[config.mk]
export PLATFORM = sky130hd
export DESIGN_NAME = seat_run_first_fit_allocator
export DESIGN_NICKNAME = d
export VERILOG_FILES = /design/src/rtl/core/srffa_pkg.sv /design/src/rtl/core/srffa_ram.sv /design/src/rtl/core/srffa_fit.sv /design/src/rtl/core/seat_run_first_fit_allocator.sv
export VERILOG_INCLUDE_DIRS = /design/src /design/src/rtl/core
export SDC_FILE = /design/constraint.sdc
export NUM_CORES = 1
export LEC_CHECK = 0
export BUFFER_PORTS_ARGS = -buffer_cell sky130_fd_sc_hd__buf_2
export CAP_MARGIN = 20
export CORE_MARGIN = 8
export CORE_UTILIZATION = 45
export CTS_BUF_LIST = sky130_fd_sc_hd__clkbuf_8
export CTS_CLUSTER_DIAMETER = 50
export DETAILED_ROUTE_END_ITERATION = 7
export PLACE_DENSITY_LB_ADDON = 0.2
export SYNTH_ARGS = -nofsm -noshare
export SYNTH_HDL_FRONTEND = slang
export SYNTH_SLANG_ARGS = --single-unit
[constraint.sdc]
create_clock -name clk_i -period 12.4 [get_ports clk_i]
set_clock_uncertainty 0.2 [all_clocks]
set_input_delay 2.48 -clock clk_i [delete_from_list [all_inputs] [get_ports clk_i]]
set_output_delay 2.48 -clock clk_i [all_outputs]
set_load 0.02 [all_outputs]
[src/rtl/core/seat_run_first_fit_allocator_assert.svh]
// ---------------------------------------------------------------------------
// Seat run allocator assertion macros
// Shorthand for clocked, reset-qualified concurrent checks.
// ---------------------------------------------------------------------------
`ifndef SEAT_RUN_FIRST_FIT_ALLOCATOR_ASSERT_SVH
`define SEAT_RUN_FIRST_FIT_ALLOCATOR_ASSERT_SVH

// Same-cycle implication.
`define SRFFA_ASSERT_SAME(lbl, clk, rstn, ante, cons, msg) \
  lbl: assert property (@(posedge clk) disable iff (!rstn) (ante) |-> (cons)) \
    else $error(msg);

// Next-cycle implication.
`define SRFFA_ASSERT_NEXT(lbl, clk, rstn, ante, cons, msg) \
  lbl: assert property (@(posedge clk) disable iff (!rstn) (ante) |=> (cons)) \
    else $error(msg);

`endif

[src/rtl/core/srffa_pkg.sv]
// ---------------------------------------------------------------------------
// Seat run allocator package
// Field widths, command codes and result status codes.
// ---------------------------------------------------------------------------
package srffa_pkg;

  localparam int RUN_LEN_W = 3;
  localparam int PICK_W    = 4;
  localparam int STATUS_W  = 3;
  localparam int FOUND_W   = 4;

  localparam logic CMD_AUTO   = 1'b0;
  localparam logic CMD_MANUAL = 1'b1;

  typedef enum logic [STATUS_W-1:0] {
    ST_GRANTED  = 3'd0,
    ST_DECLINED = 3'd1,
    ST_NO_ROOM  = 3'd2,
    ST_TAKEN    = 3'd3,
    ST_INVALID  = 3'd4
  } status_e;

endpackage

[src/rtl/core/srffa_ram.sv]
// ---------------------------------------------------------------------------
// Generic RAM
// One write port, one read port, registered read data.
// ---------------------------------------------------------------------------
module srffa_ram #(
  parameter int WIDTH = 8,
  parameter int DEPTH = 8,
  localparam int AW   = (DEPTH > 1) ? $clog2(DEPTH) : 1
) (
  input  logic             clk_i,
  input  logic             we_i,
  input  logic [AW-1:0]    waddr_i,
  input  logic [WIDTH-1:0] wdata_i,
  input  logic [AW-1:0]    raddr_i,
  output logic [WIDTH-1:0] rdata_o
);

  logic [WIDTH-1:0] mem_q [DEPTH];
  logic [WIDTH-1:0] rdata_q;

  always_ff @(posedge clk_i) begin
    if (we_i) begin
      mem_q[waddr_i] <= wdata_i;
    end
    rdata_q <= mem_q[raddr_i];
  end

  assign rdata_o = rdata_q;

endmodule

[src/rtl/core/srffa_fit.sv]
// ---------------------------------------------------------------------------
// Row fit finder
// Find the lowest start column of a free run of the given length in a row.
// ---------------------------------------------------------------------------
module srffa_fit #(
  parameter int COL_COUNT = 8,
  localparam int CW       = $clog2(COL_COUNT)
) (
  input  logic [COL_COUNT-1:0]            row_i,
  input  logic [srffa_pkg::RUN_LEN_W-1:0] len_i,
  output logic                            found_o,
  output logic [CW-1:0]                   start_o,
  output logic [COL_COUNT-1:0]            mask_o
);

  logic [COL_COUNT-1:0] len_mask;

  assign len_mask = ~({COL_COUNT{1'b1}} << len_i);

  // Walk columns high to low so the lowest fitting start wins.
  always_comb begin
    logic [COL_COUNT-1:0] cand;
    found_o = 1'b0;
    start_o = '0;
    mask_o  = '0;
    for (int c = COL_COUNT - 1; c >= 0; c--) begin
      cand = len_mask << c;
      if ((c + int'(len_i) <= COL_COUNT) && ((row_i & cand) == '0)) begin
        found_o = 1'b1;
        start_o = CW'(c);
        mask_o  = cand;
      end
    end
  end

endmodule

[src/rtl/core/seat_run_first_fit_allocator.sv]
// ---------------------------------------------------------------------------
// Seat run first-fit allocator
// Grid of occupied bits with first-fit run search and single cell claims.
// ---------------------------------------------------------------------------
// A request is taken when start is high and busy is low. Each request
// gives exactly one result beat on status_o/row_found_o/col_found_o, marked by
// result_valid_o for a single cycle; the receiver cannot stall it, so capture
// it when the strobe is high. The occupancy grid lives in a RAM with one row
// per word and a registered read. An automatic request reads one row per
// cycle, lowest row first, until it finds a fit or has read all rows when
// there is no room; a manual claim reads its one row, then checks the cell
// and writes the row back if it was free; an invalid request or a run longer
// than a row answers straight from the idle state without touching the RAM.
// busy is low again in the cycle the result is shown, so the next request
// can be taken then. Per-row valid flags, cleared by reset, make every row
// read as free until first written; there is no clearing pass.
// ---------------------------------------------------------------------------
module seat_run_first_fit_allocator #(
  parameter int ROW_COUNT = 8,
  parameter int COL_COUNT = 8,
  parameter int MAX_RUN   = 4
) (
  input  logic                            clk_i,
  input  logic                            rst_ni,
  input  logic                            start,
  output logic                            busy,
  input  logic                            command_i,
  input  logic [srffa_pkg::RUN_LEN_W-1:0] run_length_i,
  input  logic                            accept_i,
  input  logic [srffa_pkg::PICK_W-1:0]    row_pick_i,
  input  logic [srffa_pkg::PICK_W-1:0]    col_pick_i,
  output logic                            result_valid_o,
  output logic [srffa_pkg::STATUS_W-1:0]  status_o,
  output logic [srffa_pkg::FOUND_W-1:0]   row_found_o,
  output logic [srffa_pkg::FOUND_W-1:0]   col_found_o
);

`include "seat_run_first_fit_allocator_assert.svh"

  localparam int AW = (ROW_COUNT > 1) ? $clog2(ROW_COUNT) : 1;
  localparam int CW = $clog2(COL_COUNT);
  localparam logic [AW-1:0] LAST_ROW = AW'(ROW_COUNT - 1);

  localparam logic [1:0] S_IDLE = 2'd0;
  localparam logic [1:0] S_SCAN = 2'd1;
  localparam logic [1:0] S_MAN  = 2'd2;

  // Control state
  logic [1:0]           state_q, state_d;
  logic [ROW_COUNT-1:0] row_valid_q, row_valid_d;
  logic                 res_valid_q, res_valid_d;

  // Request and result payload
  logic [AW-1:0]                   row_q, row_d;
  logic [CW-1:0]                   col_q, col_d;
  logic [srffa_pkg::RUN_LEN_W-1:0] len_q, len_d;
  logic                            acc_q, acc_d;
  srffa_pkg::status_e              status_q, status_d;
  logic [srffa_pkg::FOUND_W-1:0]   row_out_q, row_out_d;
  logic [srffa_pkg::FOUND_W-1:0]   col_out_q, col_out_d;

  // RAM port
  logic                 ram_we;
  logic [AW-1:0]        ram_waddr;
  logic [COL_COUNT-1:0] ram_wdata;
  logic [AW-1:0]        ram_raddr;
  logic [COL_COUNT-1:0] ram_rdata;

  logic [COL_COUNT-1:0] row_word;
  logic                 fit_found;
  logic [CW-1:0]        fit_start;
  logic [COL_COUNT-1:0] fit_mask;
  logic [COL_COUNT-1:0] cell_mask;

  logic          take;
  logic          len_ok;
  logic          len_too_long;
  logic          pick_ok;
  logic [AW-1:0] pick_row;
  logic [CW-1:0] pick_col;
  logic [AW-1:0] row_next;
  logic [srffa_pkg::FOUND_W-1:0] row_one;
  logic [srffa_pkg::FOUND_W-1:0] col_one;
  logic [srffa_pkg::FOUND_W-1:0] fit_col_one;

  assign take = start && (state_q == S_IDLE);

  assign len_ok = (run_length_i != '0) && (4'(run_length_i) <= 4'(MAX_RUN));
  assign len_too_long = (5'(run_length_i) > 5'(COL_COUNT));
  assign pick_ok = (row_pick_i != '0) && (5'(row_pick_i) <= 5'(ROW_COUNT))
                && (col_pick_i != '0) && (5'(col_pick_i) <= 5'(COL_COUNT));
  assign pick_row = AW'(row_pick_i - 1'b1);
  assign pick_col = CW'(col_pick_i - 1'b1);

  assign row_next = (row_q == LAST_ROW) ? '0 : row_q + 1'b1;

  // A row never written reads as all free.
  assign row_word = row_valid_q[row_q] ? ram_rdata : '0;

  // 1-based result coordinates, truncated to the field width.
  assign row_one     = srffa_pkg::FOUND_W'(5'(row_q) + 5'd1);
  assign col_one     = srffa_pkg::FOUND_W'(5'(col_q) + 5'd1);
  assign fit_col_one = srffa_pkg::FOUND_W'(5'(fit_start) + 5'd1);

  assign cell_mask = COL_COUNT'(1) << col_q;

  srffa_ram #(
    .WIDTH(COL_COUNT),
    .DEPTH(ROW_COUNT)
  ) u_map (
    .clk_i  (clk_i),
    .we_i   (ram_we),
    .waddr_i(ram_waddr),
    .wdata_i(ram_wdata),
    .raddr_i(ram_raddr),
    .rdata_o(ram_rdata)
  );

  srffa_fit #(
    .COL_COUNT(COL_COUNT)
  ) u_fit (
    .row_i  (row_word),
    .len_i  (len_q),
    .found_o(fit_found),
    .start_o(fit_start),
    .mask_o (fit_mask)
  );

  always_comb begin
    state_d     = state_q;
    row_valid_d = row_valid_q;
    res_valid_d = 1'b0;
    row_d       = row_q;
    col_d       = col_q;
    len_d       = len_q;
    acc_d       = acc_q;
    status_d    = status_q;
    row_out_d   = row_out_q;
    col_out_d   = col_out_q;
    ram_we      = 1'b0;
    ram_waddr   = row_q;
    ram_wdata   = row_word;
    ram_raddr   = row_q;

    case (state_q)
      S_IDLE: begin
        // Issue the first row read together with the request beat.
        ram_raddr = (command_i == srffa_pkg::CMD_MANUAL) ? pick_row : '0;
        if (take) begin
          len_d = run_length_i;
          acc_d = accept_i;
          row_d = '0;
          col_d = pick_col;
          if (command_i == srffa_pkg::CMD_AUTO) begin
            if (!len_ok) begin
              res_valid_d = 1'b1;
              status_d    = srffa_pkg::ST_INVALID;
              row_out_d   = '0;
              col_out_d   = '0;
            end else if (len_too_long) begin
              res_valid_d = 1'b1;
              status_d    = srffa_pkg::ST_NO_ROOM;
              row_out_d   = '0;
              col_out_d   = '0;
            end else begin
              state_d = S_SCAN;
            end
          end else begin
            if (!pick_ok) begin
              res_valid_d = 1'b1;
              status_d    = srffa_pkg::ST_INVALID;
              row_out_d   = '0;
              col_out_d   = '0;
            end else begin
              row_d   = pick_row;
              state_d = S_MAN;
            end
          end
        end
      end
      S_SCAN: begin
        // Prefetch the next row while testing the current one.
        ram_raddr = row_next;
        if (fit_found) begin
          res_valid_d = 1'b1;
          row_out_d   = row_one;
          col_out_d   = fit_col_one;
          state_d     = S_IDLE;
          if (acc_q) begin
            ram_we              = 1'b1;
            ram_wdata           = row_word | fit_mask;
            row_valid_d[row_q]  = 1'b1;
            status_d            = srffa_pkg::ST_GRANTED;
          end else begin
            status_d = srffa_pkg::ST_DECLINED;
          end
        end else if (row_q == LAST_ROW) begin
          res_valid_d = 1'b1;
          status_d    = srffa_pkg::ST_NO_ROOM;
          row_out_d   = '0;
          col_out_d   = '0;
          state_d     = S_IDLE;
        end else begin
          row_d = row_next;
        end
      end
      S_MAN: begin
        res_valid_d = 1'b1;
        row_out_d   = row_one;
        col_out_d   = col_one;
        state_d     = S_IDLE;
        if ((row_word & cell_mask) != '0) begin
          status_d = srffa_pkg::ST_TAKEN;
        end else begin
          ram_we             = 1'b1;
          ram_wdata          = row_word | cell_mask;
          row_valid_d[row_q] = 1'b1;
          status_d           = srffa_pkg::ST_GRANTED;
        end
      end
      default: begin
        state_d = S_IDLE;
      end
    endcase
  end

  always_ff @(posedge clk_i or negedge rst_ni) begin
    if (!rst_ni) begin
      state_q     <= S_IDLE;
      row_valid_q <= '0;
      res_valid_q <= 1'b0;
    end else begin
      state_q     <= state_d;
      row_valid_q <= row_valid_d;
      res_valid_q <= res_valid_d;
    end
  end

  always_ff @(posedge clk_i) begin
    row_q     <= row_d;
    col_q     <= col_d;
    len_q     <= len_d;
    acc_q     <= acc_d;
    status_q  <= status_d;
    row_out_q <= row_out_d;
    col_out_q <= col_out_d;
  end

  assign busy           = (state_q != S_IDLE);
  assign result_valid_o = res_valid_q;
  assign status_o       = status_q;
  assign row_found_o    = row_out_q;
  assign col_found_o    = col_out_q;

  logic grant_beat;
  logic req_done;

  assign grant_beat = result_valid_o && (status_o == srffa_pkg::ST_GRANTED);
  assign req_done   = busy && (state_d == S_IDLE);

  // A granted beat always follows a map write-back.
  `SRFFA_ASSERT_SAME(a_grant_wrote, clk_i, rst_ni, grant_beat, $past(ram_we), "grant, no write")
  // Writes happen only while a request is in flight.
  `SRFFA_ASSERT_SAME(a_write_busy, clk_i, rst_ni, ram_we, busy, "map write while idle")
  // A busy cycle that returns to idle must produce a result beat.
  `SRFFA_ASSERT_NEXT(a_busy_ends, clk_i, rst_ni, req_done, result_valid_o, "no result at end")
  // The scan row stays inside the grid.
  `SRFFA_ASSERT_SAME(a_scan_row, clk_i, rst_ni, state_q == S_SCAN, row_q <= LAST_ROW, "bad scan row")

endmodule

; After elaboration in Yosys (flattened, before gate mapping)
; Memory sizes are Yosys's and may differ from the RTL's. A register that Yosys moved wholly into a read port is not among the register bits.
; Cells that the tools add are included.
[classes]
addsub = 13
magnitude_cmp = 13
eq_ne = 14
n_shift = 2
mux = 84
n_bitwise = 13
reduce_logical = 36
[ops]
columns = op, n
row1 = "32-bit by 5-bit less-or-equal comparator with 1-bit output, second input constant", 7
row2 = 8-bit two-way mux, 15
row3 = 8-bit AND, 9
row4 = 8-bit logical NOT, 8
row5 = 3-bit two-way mux, 21
row6 = 8-bit one-hot mux with 2 select lines, 2
row7 = 4-bit two-way mux, 7
row8 = 8-bit bitwise OR, 3
row9 = 4-bit one-hot mux with 3 select lines, 2
row10 = 1-bit two-way mux, 22
row11 = "3-bit by 3-bit adder with 4-bit output, first input constant", 4
row12 = "3-bit != test, second input constant", 5
row13 = 1-bit logical AND, 14
row14 = 2-bit two-way mux, 7
row15 = "3-bit by 1-bit adder with 4-bit output, second input constant", 3
row16 = "2-bit != test, second input constant", 6
row17 = 3-bit one-hot mux with 2 select lines, 2
row18 = 4-bit AND reduction, 3
row19 = 3-bit one-hot mux with 3 select lines, 1
row20 = "2-bit by 3-bit adder with 4-bit output, first input constant", 2
row21 = "4-bit less-or-equal comparator, second input constant", 2
row22 = 8-bit NOT, 1
row23 = 4-bit nonzero test, 2
row24 = 8-bit nonzero test, 1
row25 = other kinds (22), 26
[totals]
register_bits = 32
ram_bits = 64
output_inout_bits = 13
word_cells = 186
mem_count = 1
[mem_list]
columns = name, words, word_bits, rd, rd_ports_with_merged_regs, wr, line
row1 = u_map.mem_q, 8, 8, 1, 1, 1, srffa_ram.sv:18  ; logic [WIDTH-1:0] mem_q [DEPTH];

; Longest topological paths before layout
[depth]
ltp_word = 18
mapped_depth = 13

; By module
; Synthesis repeated with hierarchy kept, for this count alone.
[unflattened]
hier_cells = 463
area_unflattened_um2 = 5814.3
[modules_own_cells]
columns = module, n_inst, cells_per_inst, area_per_inst_um2, seq_area_each_um2
row1 = srffa_ram, 1, 114, 2691.3, 2082.0
row2 = seat_run_first_fit_allocator, 1, 214, 2163.3, 905.9
row3 = srffa_fit, 1, 135, 959.7, 0.0

; Worst setup path after synthesis
; Ideal clock, no wire load.
[synth_timing]
path_type = input -> register
start = input port col_pick_i[0] in the netlist's numbering
end = register col_out_q (netlist bit col_found_o[0]) (enable)
setup_time_ps = 399
arrival_time_ps = 4250
t_required_ps = 11801
slack_ps = 7551
path_stages = 7
path_cell_list = inv_1 ha_1 nor2b_1 xnor2_1 a31oi_1 nand2_1 a221oi_1
[synth_via]
elab_chain_len = 5
[synth_lines]
columns = element, line
row1 = from (decl), seat_run_first_fit_allocator.sv:31  ; input logic [srffa_pkg::PICK_W-1:0] col_pick_i,
row2 = branches (longest 2 deep; another with 4-bit less-or-equal comparator), --
row3 = 1-bit logical AND (*), seat_run_first_fit_allocator.sv:91  ; && (col_pick_i != '0) && (5'(col_pick_i) <= 5'(COL_COUNT));
row4 = 3-bit != test (no line) (*), --
row5 = 5-bit AND reduction (no line) (*), --
row6 = to (signal assigned), seat_run_first_fit_allocator.sv:246  ; col_out_q <= col_out_d;
row7 = to (decl), seat_run_first_fit_allocator.sv:60  ; logic [srffa_pkg::FOUND_W-1:0] col_out_q, col_out_d;
; Mark *: on every way between the ends.
; A chain may end at the register's enable or synchronous reset.

; Final worst setup path
[layout_timing]
start = register len_q[2] in the netlist's numbering
end = memory u_map.mem_q[2][5], data pin
[layout_via]
elab_chain_len = 16
[layout_lines]
columns = element, line
row1 = from (decl), seat_run_first_fit_allocator.sv:56  ; logic [srffa_pkg::RUN_LEN_W-1:0] len_q, len_d;
row2 = from (signal assigned), seat_run_first_fit_allocator.sv:242  ; len_q <= len_d;
row3 = branches (longest 14 deep; another with 32-bit by 5-bit less-or-equal comparator with 1-bit output), --
row4 = 8-bit two-way mux (*), seat_run_first_fit_allocator.sv:184  ; if (fit_found) begin
row5 = 8-bit one-hot mux with 2 select lines (*), seat_run_first_fit_allocator.sv:145  ; case (state_q)
row6 = net ram_wdata[5], seat_run_first_fit_allocator.sv:65  ; logic [COL_COUNT-1:0] ram_wdata;
row7 = to (decl), srffa_ram.sv:18
; Mark *: on every way through the listed nets, which the timed path passes.

==> run summary <==
Part of the power in the clock network -> 0.117
Finished Cell Area -> 6287 µm²
# IOs -> 29
Largest family of logic cells by synthesized area -> compound AO/OA/AOI/OAI gates
Rows -> 41
Synth Area per Inst -> 10.01 µm²
Prevailing post-synth register cell -> edfxtp_1
# H-tree levels -> 3
Min Tclk post-route -> 4.797 ns
Via count -> 4669
GR Util met3 -> 0.03427
Worst Reg-to-Reg Cells -> 9
Worst Hold Class -> reg -> reg
Most frequent CP cell -> inv_1
TritonCTS clock tree -> built
All-layer global routing usage -> 0.1784
Hold_buf cts -> 0
Die area -> 16980 µm²
Routed length per instance -> 19.14 µm
Met2 Use GR -> 0.2806
Design Power -> 0.001844 W
Synth Area in Simple Gates -> 0.1648
Via/cell ratio -> 6.079
Worst hold path cell count -> 1
RR Startpoint -> len_q[2]
Vias in the first global route -> 4318
Hold_sp -> row_valid_q[0]
Adder-Cell Fraction of Synth Area -> 0.05321
Mux cell area share after synthesis -> 0.01256
Post-synth net total -> 628
Post-synthesis sequential element count -> 104
Critical Path RT -> 12.29 ns
Slew headroom -> 0.2675
Die width -> 130.3 µm
Lkg Pwr -> 2.342 nW
GPL Wtd Cong -> 0.9070
Worst Tran Pin Value -> 1.095 ns
Share of cells above drive strength 1 -> 0.1040
Worst endpoint data arrival time -> 4.69 ns
Post-synthesis sequential area ratio -> 0.5083
RSZ-0062 raised after global routing -> no
R2r setup slk -> 7.60 ns
Count of cell types in the netlist -> 67
Clk buf depth -> 2
# diodes -> 0
DRT antenna net count -> 0
Grt total ovfl -> 0
Max_cap viols -> 0
Post-CTS Setup Bufs -> 0
First-pass GRT wire length -> 23140 µm
Synth Area in Compound Gates -> 0.2065
Ys Warns -> 0
Grt met1 use -> 0.2431
First-pass iteration count of the detailed router -> 5
Final Hold Fails -> 0
Maximum clock frequency -> 0.2084 GHz
VDD IR max -> 0.0001311 V
Cells after Synth -> 587
Ys async rst share -> 0.1058
Multi-input logic area -> 2628 µm²
Worst-path cell chain -> inv_1, ha_1, inv_1, a22oi_1, o2111ai_1, nand2_1, nand4b_1, or2_1, a311o_1
WS Path Type -> reg -> reg
Placed inst area -> 6087 µm²
Slowest-stage cell, CP -> edfxtp_1
DRC -> 0
Core area -> 12670 µm²
Top Family by Delay on Critical Path -> simple AND/OR/NAND/NOR gates
Port buffer count -> 28
Initial antenna violation count -> 0
Clk root buf -> clkbuf_8
Synth Cell Area -> 5878 µm²
Pwr dens -> 293.3 nW/µm²
Period Utilization, post-route -> 0.3869
Die height -> 130.3 µm
Gr busiest metal -> met2
Reg clk slew, reported paths -> 0.10 ns
Largest net degree at the start of global routing -> 33
Worst setup SP type -> flop
Post_cts resized -> 0
CP Max Fanout -> 20
Net Switching -> 0.0008975 W
Flop pwr share -> 0.335
Status -> completed
Hold endpoint -> row_valid_q[0]
Final wirelength -> 14700 µm
Buffers & Inverters on Critical Path -> 2
Initial Util -> 0.4639
WHS -> 0.2765 ns
Endpoint class of the critical path -> flop
Num CTS Buffers -> 9
Clock latency on the worst-skew pair -> 0.38 ns
Number of synthesized flops with an enable pin -> 85
CP max stage delay -> 0.80 ns
Layout area overhead -> 6.960%
Drt initial violations -> 442
Switching part of the total -> 0.4867
Post-Synth XOR/XNOR Area -> 0.008940
Clock sink total -> 104
Pins Over Slew Limit -> 0
Nets -> 633
Cell internal pwr -> 0.0009466 W
Setup TNS -> 0 ns
Fillers -> 1186
Comb pwr share -> 0.548
Sequential cell area -> 2988 µm²
Hpwl dp -> 10510 µm
End of the worst register-to-register path -> u_map.mem_q[2][5]
Final setup fails -> 0
==> power groups by stage <==
stage / combinational (W) / sequential [W] / clock, W
2_1_floorplan: 0.000757 / 0.000593 / 0
3_3_place_gp: 0.000991 / 0.000621 / 0
3_5_place_dp: 0.000994 / 0.000624 / 0
4_1_cts: 0.000999 / 0.000615 / 0.000220
5_1_grt: 0.00111 / 0.000628 / 0.000234
6_report: 0.00101 / 0.000617 / 0.000216
==> layer usage <==
layer / wire length [µm] / up-vias
met1: 6700 / 2267
met2: 6868 / 182
met3: 915 / 19
met4: 213 / 0
met5: 0 / -
li1: - / 2201
==> layout make-up <==
| type | instances | area share |
|---|---|---|
| tap | 172 | 0.03423 |
| multi-input combinational | 422 | 0.4179 |
| timing repair buffer | 32 | 0.02706 |
| sequential | 104 | 0.4752 |
| inverter | 23 | 0.01373 |
| clock inverter | 6 | 0.01214 |
| clock buffer | 9 | 0.01970 |
==> cell usage in the layout (no fill, tap or decap), types with 4 or more instances in the layout <==
| cell | count |
|---|---|
| nand2_1 | 113 |
| edfxtp_1 | 85 |
| a21oi_1 | 33 |
| o21ai_0 | 32 |
| buf_2 | 28 |
| nand3_1 | 27 |
| ha_1 | 25 |
| inv_1 | 22 |
| o211ai_1 | 19 |
| nor2_1 | 19 |
| nor3_1 | 11 |
| dfrtp_1 | 11 |
| nor3b_1 | 10 |
| a211o_1 | 10 |
| clkbuf_8 | 9 |
| nor2b_1 | 8 |
| dfxtp_1 | 8 |
| a22oi_1 | 7 |
| a221oi_1 | 7 |
| a211oi_1 | 5 |
| mux2i_1 | 4 |
| o21a_1 | 4 |
| and2_1 | 4 |
| a31oi_1 | 4 |
| o21ai_1 | 4 |
| nand4_1 | 4 |
| and3_1 | 4 |
| buf_4 | 4 |
==> worst reg2reg max path: stages (launching register included) <==
cell	delay (ns)
edfxtp_1	0.80
inv_1	0.38
ha_1	0.37
inv_1	0.32
a22oi_1	0.13
o2111ai_1	0.21
nand2_1	0.34
nand4b_1	0.73
or2_1	0.59
a311o_1	0.44
==> kinds of logic after synthesis <==
family                     Yosys count
DFF                                104
muxes                                7
buffers and inverters               61
xor gates and xnor gates             6
adders and majority gates           25
and+or+nand+nor                    212
AOI/OAI and AO/OA                  172
==> metrics by stage <==
stage	util	instances	worst slack, ns
6_report	0.4962	768	7.603
5_1_grt	0.4962	768	7.303
4_1_cts	0.4962	768	7.664
3_5_place_dp	0.4804	753	7.681
3_3_place_gp	0.4798	752	7.654
2_1_floorplan	-	587	7.551
==> cells in the mapped netlist (10+ instances only) <==
| cell | n | area (µm²) |
|---|---|---|
| o211ai_1 | 19 | 142.6 |
| nand3_1 | 27 | 135.1 |
| nor3b_1 | 10 | 75.07 |
| a211o_1 | 10 | 87.58 |
| clkbuf_1 | 28 | 105.1 |
| nor3_1 | 11 | 55.05 |
| a21oi_1 | 33 | 165.2 |
| nor2_1 | 19 | 71.32 |
| ha_1 | 25 | 312.8 |
| o21ai_0 | 32 | 160.2 |
| edfxtp_1 | 85 | 2552 |
| nand2_1 | 113 | 424.2 |
| inv_1 | 22 | 82.58 |
| dfrtp_1 | 11 | 275.3 |
==> registers in the layout (all words and copies together) (netlist names), 3 cells and up <==
register       flops
status_o           3
col_found_o        4
row_valid_q        8
len_q              3
ram_waddr          3
u_map.mem_q       64
u_map.rdata_o      8
row_found_o        4
col_q              3
==> worst max path at each step <==
| stage | slack, ns | end | startpoint | cells after the start |
|---|---|---|---|---|
| after global placement | 7.65 | u_map.rdata_o[4] | row_pick_i[0] | 6 |
| after CTS | 7.66 | u_map.mem_q[1][3] | len_q[2] | 9 |
| after floorplan | 7.55 | col_found_o[0] | col_pick_i[0] | 7 |
| after detailed placement | 7.68 | u_map.mem_q[1][1] | len_q[2] | 9 |
| after global routing | 7.30 | u_map.mem_q[1][3] | len_q[2] | 9 |
| final | 7.60 | u_map.mem_q[2][5] | len_q[2] | 9 |
Note: power is estimated with default switching activity, not from simulation.
